**src/gcpb_pkg.sv**
```systemverilog
// shared constants, types and arithmetic helpers for the glyph coverage pixel blender
package gcpb_pkg;

   // pixel format codes
   localparam logic [1:0] FMT_ARGB32 = 2'd0;
   localparam logic [1:0] FMT_RGB24  = 2'd1;
   localparam logic [1:0] FMT_RGB565 = 2'd2;

   // register indexes on the csr port
   localparam int unsigned CSR_INDEX_WIDTH = 3;
   localparam logic [CSR_INDEX_WIDTH-1:0] CSR_COLOR_RED      = 3'd0;
   localparam logic [CSR_INDEX_WIDTH-1:0] CSR_COLOR_GREEN    = 3'd1;
   localparam logic [CSR_INDEX_WIDTH-1:0] CSR_COLOR_BLUE     = 3'd2;
   localparam logic [CSR_INDEX_WIDTH-1:0] CSR_COLOR_OPACITY  = 3'd3;
   localparam logic [CSR_INDEX_WIDTH-1:0] CSR_PIXEL_FORMAT   = 3'd4;
   localparam logic [CSR_INDEX_WIDTH-1:0] CSR_ALPHA_LOW_BYTE = 3'd5;

   localparam logic [31:0] SPREAD_MASK = 32'h07e0f81f;
   localparam logic [7:0]  FULL_BYTE   = 8'hff;
   localparam logic [5:0]  LEVELS_5BIT = 6'h1f;
   localparam logic [5:0]  LEVELS_6BIT = 6'h3f;

   // 2^23/255 rounded up, exact for every 16-bit dividend
   localparam logic [16:0] RECIP_255 = 17'h08081;

   // per-stage load enables of the pipeline
   typedef struct packed {
      logic s1;
      logic s2;
      logic s3;
      logic s4;
      logic s5;
   } pipe_en_type;

   function automatic logic [7:0] div255(input logic [15:0] x);
      logic [32:0] p;
      p = {17'b0, x} * {16'b0, RECIP_255};
      return p[30:23];
   endfunction

   // c * levels / 255, truncated
   function automatic logic [5:0] quantize(input logic [7:0] c, input logic [5:0] levels);
      logic [15:0] p;
      logic [7:0]  q;
      p = {8'b0, c} * {10'b0, levels};
      q = div255(p);
      return q[5:0];
   endfunction

endpackage

```
**src/gcpb_alpha.sv**
```systemverilog
// effective alpha: opacity times coverage over 255, two register stages
module gcpb_alpha (
   input  logic                 clock,
   input  gcpb_pkg::pipe_en_type en,
   input  logic [7:0]           coverage,
   input  logic [7:0]           opacity,
   output logic [7:0]           alpha
);

   logic [15:0] prod_ff;
   logic [15:0] prod_in;
   logic [7:0]  alpha_ff;

   assign prod_in = {8'b0, opacity} * {8'b0, coverage};

   always_ff @(posedge clock) begin
      if (en.s1) begin
         prod_ff <= prod_in;
      end
      if (en.s2) begin
         alpha_ff <= gcpb_pkg::div255(prod_ff);
      end
   end

   assign alpha = alpha_ff;

endmodule

```
**src/gcpb_mix_lane.sv**
```systemverilog
// one 8-bit color channel: (fg*a + bg*(255-a))/255 over two stages
module gcpb_mix_lane (
   input  logic                 clock,
   input  gcpb_pkg::pipe_en_type en,
   input  logic [7:0]           fg,
   input  logic [7:0]           bg,
   input  logic [7:0]           alpha,
   output logic [7:0]           result
);

   logic [7:0]  inv_alpha;
   logic [15:0] sum_in;
   logic [15:0] sum_ff;
   logic [7:0]  result_ff;

   assign inv_alpha = gcpb_pkg::FULL_BYTE - alpha;
   assign sum_in    = ({8'b0, fg} * {8'b0, alpha}) + ({8'b0, bg} * {8'b0, inv_alpha});

   always_ff @(posedge clock) begin
      if (en.s3) begin
         sum_ff <= sum_in;
      end
      if (en.s4) begin
         result_ff <= gcpb_pkg::div255(sum_ff);
      end
   end

   assign result = result_ff;

endmodule

```
**src/gcpb_blend565.sv**
```systemverilog
// rgb565 packed-field interpolation, spread and scaled term over two stages
module gcpb_blend565 (
   input  logic                 clock,
   input  gcpb_pkg::pipe_en_type en,
   input  logic [15:0]          fg,
   input  logic [15:0]          bg,
   input  logic [7:0]           alpha,
   output logic [31:0]          term,
   output logic [31:0]          base
);

   logic [31:0] fg_spread;
   logic [31:0] bg_spread;
   logic [8:0]  alpha_round;
   logic [31:0] diff_ff;
   logic [5:0]  a5_ff;
   logic [31:0] base3_ff;
   logic [31:0] term_in;
   logic [31:0] term_ff;
   logic [31:0] base4_ff;

   assign fg_spread   = ({16'b0, fg} | {fg, 16'b0}) & gcpb_pkg::SPREAD_MASK;
   assign bg_spread   = ({16'b0, bg} | {bg, 16'b0}) & gcpb_pkg::SPREAD_MASK;
   assign alpha_round = {1'b0, alpha} + 9'd4;

   // product wraps at 32 bits before the shift
   assign term_in = 32'(diff_ff * {26'b0, a5_ff}) >> 5;

   always_ff @(posedge clock) begin
      if (en.s3) begin
         diff_ff  <= fg_spread - bg_spread;
         a5_ff    <= alpha_round[8:3];
         base3_ff <= bg_spread;
      end
      if (en.s4) begin
         term_ff  <= term_in;
         base4_ff <= base3_ff;
      end
   end

   assign term = term_ff;
   assign base = base4_ff;

endmodule

```
**src/glyph_coverage_pixel_blend.sv**
```systemverilog
// top level of the glyph coverage pixel blender: csr bank, pipeline control, output stage
// throughput: one transaction per cycle; every stage holds under backpressure
// a stage loads whenever it is empty or the stage after it moves
// reset (synchronous, active high) empties the pipeline and sets the
// registers to red/green/blue 0, opacity 255, 32 bpp, alpha in the low byte
module glyph_coverage_pixel_blend (
   input  logic        clock,
   input  logic        reset,
   // input channel
   input  logic        req_valid,
   output logic        req_ready,
   input  logic [7:0]  req_coverage,
   input  logic [31:0] req_background,
   // result channel
   output logic        rsp_valid,
   input  logic        rsp_ready,
   output logic [31:0] rsp_pixel,
   output logic        rsp_write_enable,
   // configuration writes
   input  logic        csr_write_enable,
   input  logic [gcpb_pkg::CSR_INDEX_WIDTH-1:0] csr_index,
   input  logic [7:0]  csr_write_data
);

   // ---------------------------------------------------------------
   // configuration registers
   // ---------------------------------------------------------------
   logic [7:0] color_red_ff;
   logic [7:0] color_green_ff;
   logic [7:0] color_blue_ff;
   logic [7:0] color_opacity_ff;
   logic [1:0] pixel_format_ff;
   logic       alpha_low_byte_ff;
   // text color quantized to 565, computed once at write time
   logic [4:0] quant_red_ff;
   logic [5:0] quant_green_ff;
   logic [4:0] quant_blue_ff;

   logic [5:0] quant_red_in;
   logic [5:0] quant_green_in;
   logic [5:0] quant_blue_in;

   assign quant_red_in   = gcpb_pkg::quantize(csr_write_data, gcpb_pkg::LEVELS_5BIT);
   assign quant_green_in = gcpb_pkg::quantize(csr_write_data, gcpb_pkg::LEVELS_6BIT);
   assign quant_blue_in  = gcpb_pkg::quantize(csr_write_data, gcpb_pkg::LEVELS_5BIT);

   always_ff @(posedge clock) begin
      if (reset) begin
         color_red_ff      <= 8'd0;
         color_green_ff    <= 8'd0;
         color_blue_ff     <= 8'd0;
         color_opacity_ff  <= 8'hff;
         pixel_format_ff   <= gcpb_pkg::FMT_ARGB32;
         alpha_low_byte_ff <= 1'b1;
         quant_red_ff      <= 5'd0;
         quant_green_ff    <= 6'd0;
         quant_blue_ff     <= 5'd0;
      end else if (csr_write_enable) begin
         unique case (csr_index)
            gcpb_pkg::CSR_COLOR_RED: begin
               color_red_ff <= csr_write_data;
               quant_red_ff <= quant_red_in[4:0];
            end
            gcpb_pkg::CSR_COLOR_GREEN: begin
               color_green_ff <= csr_write_data;
               quant_green_ff <= quant_green_in;
            end
            gcpb_pkg::CSR_COLOR_BLUE: begin
               color_blue_ff <= csr_write_data;
               quant_blue_ff <= quant_blue_in[4:0];
            end
            gcpb_pkg::CSR_COLOR_OPACITY:  color_opacity_ff  <= csr_write_data;
            gcpb_pkg::CSR_PIXEL_FORMAT:   pixel_format_ff   <= csr_write_data[1:0];
            gcpb_pkg::CSR_ALPHA_LOW_BYTE: alpha_low_byte_ff <= csr_write_data[0];
            default: ; // writes past the register list are dropped
         endcase
      end
   end

   // ---------------------------------------------------------------
   // pipeline control: one valid bit per stage, loads ripple back
   // from the output so bubbles are squeezed out under backpressure
   // ---------------------------------------------------------------
   logic [4:1] valid_ff;
   logic [4:1] valid_in;
   logic       rsp_valid_ff;
   gcpb_pkg::pipe_en_type en;

   always_comb begin
      en.s5 = !rsp_valid_ff || rsp_ready;
      en.s4 = !valid_ff[4] || en.s5;
      en.s3 = !valid_ff[3] || en.s4;
      en.s2 = !valid_ff[2] || en.s3;
      en.s1 = !valid_ff[1] || en.s2;
   end

   assign req_ready = en.s1;

   always_comb begin
      valid_in[1] = en.s1 ? req_valid   : valid_ff[1];
      valid_in[2] = en.s2 ? valid_ff[1] : valid_ff[2];
      valid_in[3] = en.s3 ? valid_ff[2] : valid_ff[3];
      valid_in[4] = en.s4 ? valid_ff[3] : valid_ff[4];
   end

   always_ff @(posedge clock) begin
      if (reset) begin
         valid_ff     <= '0;
         rsp_valid_ff <= 1'b0;
      end else begin
         valid_ff <= valid_in;
         if (en.s5) begin
            rsp_valid_ff <= valid_ff[4];
         end
      end
   end

   // ---------------------------------------------------------------
   // payload that rides alongside the arithmetic
   // ---------------------------------------------------------------
   logic [31:0] bg1_ff, bg2_ff, bg3_ff, bg4_ff;
   logic        hit1_ff, hit2_ff, hit3_ff, hit4_ff;   // coverage nonzero

   always_ff @(posedge clock) begin
      if (en.s1) begin
         bg1_ff  <= req_background;
         hit1_ff <= (req_coverage != 8'd0);
      end
      if (en.s2) begin
         bg2_ff  <= bg1_ff;
         hit2_ff <= hit1_ff;
      end
      if (en.s3) begin
         bg3_ff  <= bg2_ff;
         hit3_ff <= hit2_ff;
      end
      if (en.s4) begin
         bg4_ff  <= bg3_ff;
         hit4_ff <= hit3_ff;
      end
   end

   // stages 1-2: effective alpha
   logic [7:0] alpha;

   gcpb_alpha u_alpha (
      .clock    (clock),
      .en       (en),
      .coverage (req_coverage),
      .opacity  (color_opacity_ff),
      .alpha    (alpha)
   );

   // stages 3-4: per-channel blend; channel bytes move up one byte when
   // the 32 bpp layout puts alpha in the low byte
   logic       rgba_layout;
   logic [7:0] bg_red, bg_green, bg_blue;
   logic [7:0] mix_red, mix_green, mix_blue;

   assign rgba_layout = (pixel_format_ff == gcpb_pkg::FMT_ARGB32) && alpha_low_byte_ff;
   assign bg_red      = rgba_layout ? bg2_ff[31:24] : bg2_ff[23:16];
   assign bg_green    = rgba_layout ? bg2_ff[23:16] : bg2_ff[15:8];
   assign bg_blue     = rgba_layout ? bg2_ff[15:8]  : bg2_ff[7:0];

   gcpb_mix_lane u_lane_red (
      .clock (clock), .en (en), .fg (color_red_ff), .bg (bg_red),
      .alpha (alpha), .result (mix_red)
   );

   gcpb_mix_lane u_lane_green (
      .clock (clock), .en (en), .fg (color_green_ff), .bg (bg_green),
      .alpha (alpha), .result (mix_green)
   );

   gcpb_mix_lane u_lane_blue (
      .clock (clock), .en (en), .fg (color_blue_ff), .bg (bg_blue),
      .alpha (alpha), .result (mix_blue)
   );

   // stages 3-4: rgb565 interpolation term
   logic [15:0] fg565;
   logic [31:0] term565;
   logic [31:0] base565;

   assign fg565 = {quant_red_ff, quant_green_ff, quant_blue_ff};

   gcpb_blend565 u_blend565 (
      .clock (clock),
      .en    (en),
      .fg    (fg565),
      .bg    (bg2_ff[15:0]),
      .alpha (alpha),
      .term  (term565),
      .base  (base565)
   );

   // ---------------------------------------------------------------
   // stage 5: final add for 565, format select, output register
   // ---------------------------------------------------------------
   logic [31:0] sum565;
   logic [15:0] pix565;
   logic [31:0] pixel_in;
   logic        write_in;
   logic [31:0] pixel_ff;
   logic        write_ff;

   assign sum565 = (term565 + base565) & gcpb_pkg::SPREAD_MASK;
   assign pix565 = sum565[31:16] | sum565[15:0];

   always_comb begin
      unique case (pixel_format_ff)
         gcpb_pkg::FMT_ARGB32: begin
            write_in = hit4_ff;
            if (!hit4_ff) begin
               pixel_in = bg4_ff;
            end else if (alpha_low_byte_ff) begin
               pixel_in = {mix_red, mix_green, mix_blue, gcpb_pkg::FULL_BYTE};
            end else begin
               pixel_in = {gcpb_pkg::FULL_BYTE, mix_red, mix_green, mix_blue};
            end
         end
         gcpb_pkg::FMT_RGB24: begin
            write_in = hit4_ff;
            pixel_in = hit4_ff ? {8'd0, mix_red, mix_green, mix_blue}
                               : {8'd0, bg4_ff[23:0]};
         end
         gcpb_pkg::FMT_RGB565: begin
            write_in = hit4_ff;
            pixel_in = hit4_ff ? {16'd0, pix565} : {16'd0, bg4_ff[15:0]};
         end
         default: begin
            // unused format code: background passes, no write
            write_in = 1'b0;
            pixel_in = bg4_ff;
         end
      endcase
   end

   always_ff @(posedge clock) begin
      if (en.s5) begin
         pixel_ff <= pixel_in;
         write_ff <= write_in;
      end
   end

   assign rsp_valid        = rsp_valid_ff;
   assign rsp_pixel        = pixel_ff;
   assign rsp_write_enable = write_ff;

endmodule

```
**config.mk**
```make
export PLATFORM = sky130hd
export DESIGN_NAME = glyph_coverage_pixel_blend
export DESIGN_NICKNAME = d
export VERILOG_FILES = /design/src/gcpb_pkg.sv /design/src/gcpb_alpha.sv /design/src/gcpb_mix_lane.sv /design/src/gcpb_blend565.sv /design/src/glyph_coverage_pixel_blend.sv
export SDC_FILE = /design/constraint.sdc
export NUM_CORES = 2
export LEC_CHECK = 0
export BUFFER_PORTS_ARGS = -buffer_cell sky130_fd_sc_hd__buf_4
export CAP_MARGIN = 20
export CORE_MARGIN = 1
export CORE_UTILIZATION = 45
export DETAILED_ROUTE_END_ITERATION = 6
export PLACE_DENSITY_LB_ADDON = 0.08
export SETUP_SLACK_MARGIN = 0.05
export SLEW_MARGIN = 25
export SYNTH_ARGS = -nofsm -noshare
export SYNTH_HDL_FRONTEND = slang
export SYNTH_HIERARCHICAL = 1
export SYNTH_SLANG_ARGS = --single-unit
export TNS_END_PERCENT = 20
```
**constraint.sdc**
```tcl
create_clock -name clock -period 8 [get_ports clock]
set_input_delay 1.6 -clock clock [delete_from_list [all_inputs] [get_ports clock]]
set_output_delay 1.6 -clock clock [all_outputs]
set_load 0.01 [all_outputs]
```
After elaboration in Yosys (flattened, before gate mapping). Index checks and enable logic that the tools add are counted.

Register bits: 414. Bits in latches: 0. Bits in writable memories: 0. Bits in read-only memories: 0. Memories: 0.

Add/sub/neg operators: 7. Multiply operators: 16. Div/mod/pow operators: 0. $lt $le $gt $ge: 0. Eq/ne operators: 7. Shifts and indexed selects: 0. Mux-type cells: 8. Bitwise gates (word level): 3. Reductions and logical operators: 21.

Operators by type and width (count): $mul A16 B16 Y31 const B (4); $mul A8 B8 Y16 (7); $pmux W32 S3 (1); $mux W32 (2); $or A16 B27 Y27 (2); $add A16 B16 Y16 (3); $mul A32 B6 Y32 (1); $mul A14 B16 Y29 const B (1); $mul A13 B16 Y28 const B (1); $sub A27 B27 Y28 (1); $add A27 B27 Y27 (1); $mux W24 (1); $mux W8 (3); $mux W16 (1); $or A11 B16 Y16 (1); $mul A8 B6 Y14 const B (1); $mul A8 B5 Y13 const B (1); $reduce_and A2 Y1 (6); $add A8 B3 Y9 const B (1); $reduce_bool A8 Y1 (1); $sub A8 B8 Y8 const A (1); $eq A3 B2 Y1 const B (2); $eq A3 B3 Y1 const B (2); $logic_not A1 Y1 (5); 8 further kinds (12).

Longest topological paths before layout.
Word-level depth: 6. Gate-level depth with buffers: 29. Gate-level depth less buffers: 29.

Modules after synthesis. Netlist, hierarchy kept.

Modules (own cells, without submodules): glyph_coverage_pixel_blend (instances 1, cells each 1062, area an instance 12185.4 µm², seq. area each 6075.8 µm²); gcpb_blend565 (instances 1, cells each 873, area an instance 8988.6 µm², seq. area each 2732.6 µm²); gcpb_mix_lane at u_lane_green (instances 1, cells each 647, area an instance 6293.5 µm², seq. area each 720.7 µm²); gcpb_mix_lane at u_lane_red (instances 1, cells each 640, area an instance 6283.5 µm², seq. area each 720.7 µm²); gcpb_mix_lane at u_lane_blue (instances 1, cells each 628, area an instance 6197.2 µm², seq. area each 720.7 µm²); gcpb_alpha (instances 1, cells each 382, area an instance 3962.6 µm², seq. area each 720.7 µm²).

Worst setup path before layout. Ideal clock, no wire load.

Kind: input to register. Start point: input csr_write_data[4]. End point: register quant_green_ff[5]. Library setup time: 0.062 ns. Data arrival time: 7.407 ns. Required time: 7.938 ns. Slack: 0.530 ns. Stages: 28. Path buffers: 0. Cell sequence: inv_1 > fa_1 > inv_1 > fa_1 > inv_1 > fa_1 > inv_1 > ha_1 > a21o_1 > a21oi_2 > o21ai_1 > o211a_1 > a211oi_1 > ha_1 > ha_1 > ha_1 > inv_1 > fa_1 > inv_1 > ha_1 > nor2b_1 > o21ai_0 > o21ba_2 > a211o_1 > a21boi_2 > o211ai_2 > or4_1 > nand3_1.

Word-level cells in the longest chain between the ends: 2.

Ends and longest elaborated chain: start, declared (RTL line glyph_coverage_pixel_blend.sv:22) `input logic [7:0] csr_write_data`; $mul A8 B6 Y14 (RTL line gcpb_pkg.sv:45) `p = {8'b0, c} * {10'b0, levels};`; $mul A14 B16 Y29 (RTL line gcpb_pkg.sv:37) `p = {17'b0, x} * {16'b0, RECIP_255};`; end signal, assigned (RTL line glyph_coverage_pixel_blend.sv:66) `quant_green_ff <= quant_green_in;`; end, declared (RTL line glyph_coverage_pixel_blend.sv:36) `logic [5:0] quant_green_ff;`.

Every way passes these cells. A chain may end at the register's enable or synchronous reset.

Worst setup path after layout.
Start point: input csr_write_data[3]. End point: register quant_green_ff[2].

Same word-level chain as after synthesis.

==> summary.txt <==
Fmax achieved - 137.2 MHz
CTS Hold Bufs - 0
TNS Setup - 0 ns
worst endpoint required time - 8.53 ns
vias per std cell - 5.265
setup violators final - 0
Max clock buf depth - 3
max_slew headroom - 27.49%
Layout Nets - 5512
yosys warns - 6
number of max-cap violations - 0
mapped cell area - 43840 sq um
Worst-Margin Slew - 1.088 ns
share of cells above drive strength 1 - 7.180%
First-pass DRT Iterations - 5
Tcrit/Tclk final - 91.09%
WL per Instance - 19.68 microns
Critical Path Fanout Max - 8
Setup Buffers After CTS - 0
DP HPWL - 89530 microns
area delta synth->final - 9.431%
htree depth - 2
critical path's slowest cell - fa_1
DRT antenna net count - 0
Final Hold Violating Endpoints - 0
DIE WIDTH - 314.1 microns
Util after Layout - 49.68%
Sink Count - 408
CTS tree - built
Die ar. - 98670 sq um
Crit. End Element - flip-flop
vias in the first global route - 30030
Port Buffers - 90
first-pass GRT wire length - 173900 microns
fill count - 8963
initial antenna violation count - 3
chip height - 314.1 microns
register area - 11690 sq um
remaining global-route overflow - 0
min-delay worst type - reg2reg
delay of the slowest critical-path stage - 0.56 ns
I/O pin total - 91
Critical Path Source Type - input pin
Num CTS Buffers - 51
most used cell, CP - ha_1
status - finished clean
syn avg cell area - 10.38 sq um
Final Skew - 0.05612 ns
area of the multi-input gates - 29160 sq um
Tot GR Track Use - 22.97%
max-slew violations - 0
RSZ-0062 raised after global routing - no
type of the worst setup path - in2reg
Syn Inst Count - 4222
Placeable Area - 96570 sq um
gpl congestion - 0.8937
most common cell after layout, fill and taps aside - inv_1
CTS resizes - 0
Initial Utilization - 45.40%
CTS root buf - clkbuf_16
clk_lat worst skew - 0.68 ns
Core Rows - 114
final WL - 111200 microns
iteration-0 DRC count of the detailed router - 1884
DRC viols - 0
clock slew at reported path FFs - 0.06 ns
min Tclk post-route - 7.287 ns
most frequent cells in the layout - inv_1 (706), ha_1 (662), fa_1 (463)
largest net degree at the start of global routing - 66
critical path arrival - 7.81 ns
DR vias - 29750
per-layer routing:
layer / GRT usage [%] / share of wire, %
met1: 33.15 / 48
met2: 37.42 / 46
met5: 0 / 0
met3: 2.556 / 3.8
met4: 4.346 / 1.7
area by class of cell:
| cell class | instances | area share [%] |
|---|---|---|
| multi-input cells | 3023 | 60.79 |
| flip-flops and latches | 408 | 24.37 |
| inverters | 707 | 5.543 |
| well taps | 1276 | 3.328 |
| clock buffers | 59 | 2.853 |
| repair buffers | 140 | 2.295 |
| clock inverters | 36 | 0.8112 |
| diodes | 1 | 0.005217 |
state kept, by name, summed over array words and instances, names as in the netlist, 26 cells and up:
| name | count |
|---|---|
| bg2_ff | 32 |
| bg3_ff | 32 |
| bg1_ff | 32 |
| u_blend565/diff_ff | 26 |
| u_blend565/term | 27 |
| rsp_pixel | 32 |
| bg4_ff | 32 |
final timing paths:
path / startpoint / to / slack [ns] / cells after the start
setup reg to reg: pixel_format_ff[0] / u_lane_blue/sum_ff[14] / 1.02 / 22
setup / recovery: csr_write_data[3] / quant_green_ff[2] / 0.71 / 26
hold reg to reg: bg3_ff[1] / bg4_ff[1] / 0.40 / 0
hold / removal: bg3_ff[1] / bg4_ff[1] / 0.40 / 0
metrics by stage:
step           hold WS, ns  std cells  instance area [sq um]  setup slack, ns
2_1_floorplan       0.4003       4232                  43870           0.5304
5_1_grt             0.4153       5649                  47970           0.2422
3_5_place_dp        0.4045       5554                  46210          0.03247
3_3_place_gp        0.4010       5554                  46210          0.03471
4_1_cts             0.4084       5649                  47970           0.7179
6_report            0.4047       5650                  47970           0.7127
worst max-delay path, delay by kind of cell:
kind | cells | cell delay [ns]
AO/OA/AOI/OAI | 11 | 2.30
buffers and inverters | 5 | 0.40
adder cells (fa/ha/maj) | 8 | 3.01
AND/OR/NAND/NOR | 2 | 0.49
Power is not shown: default switching activity piles up to over one toggle a cycle in this logic, so the estimate is an artifact.
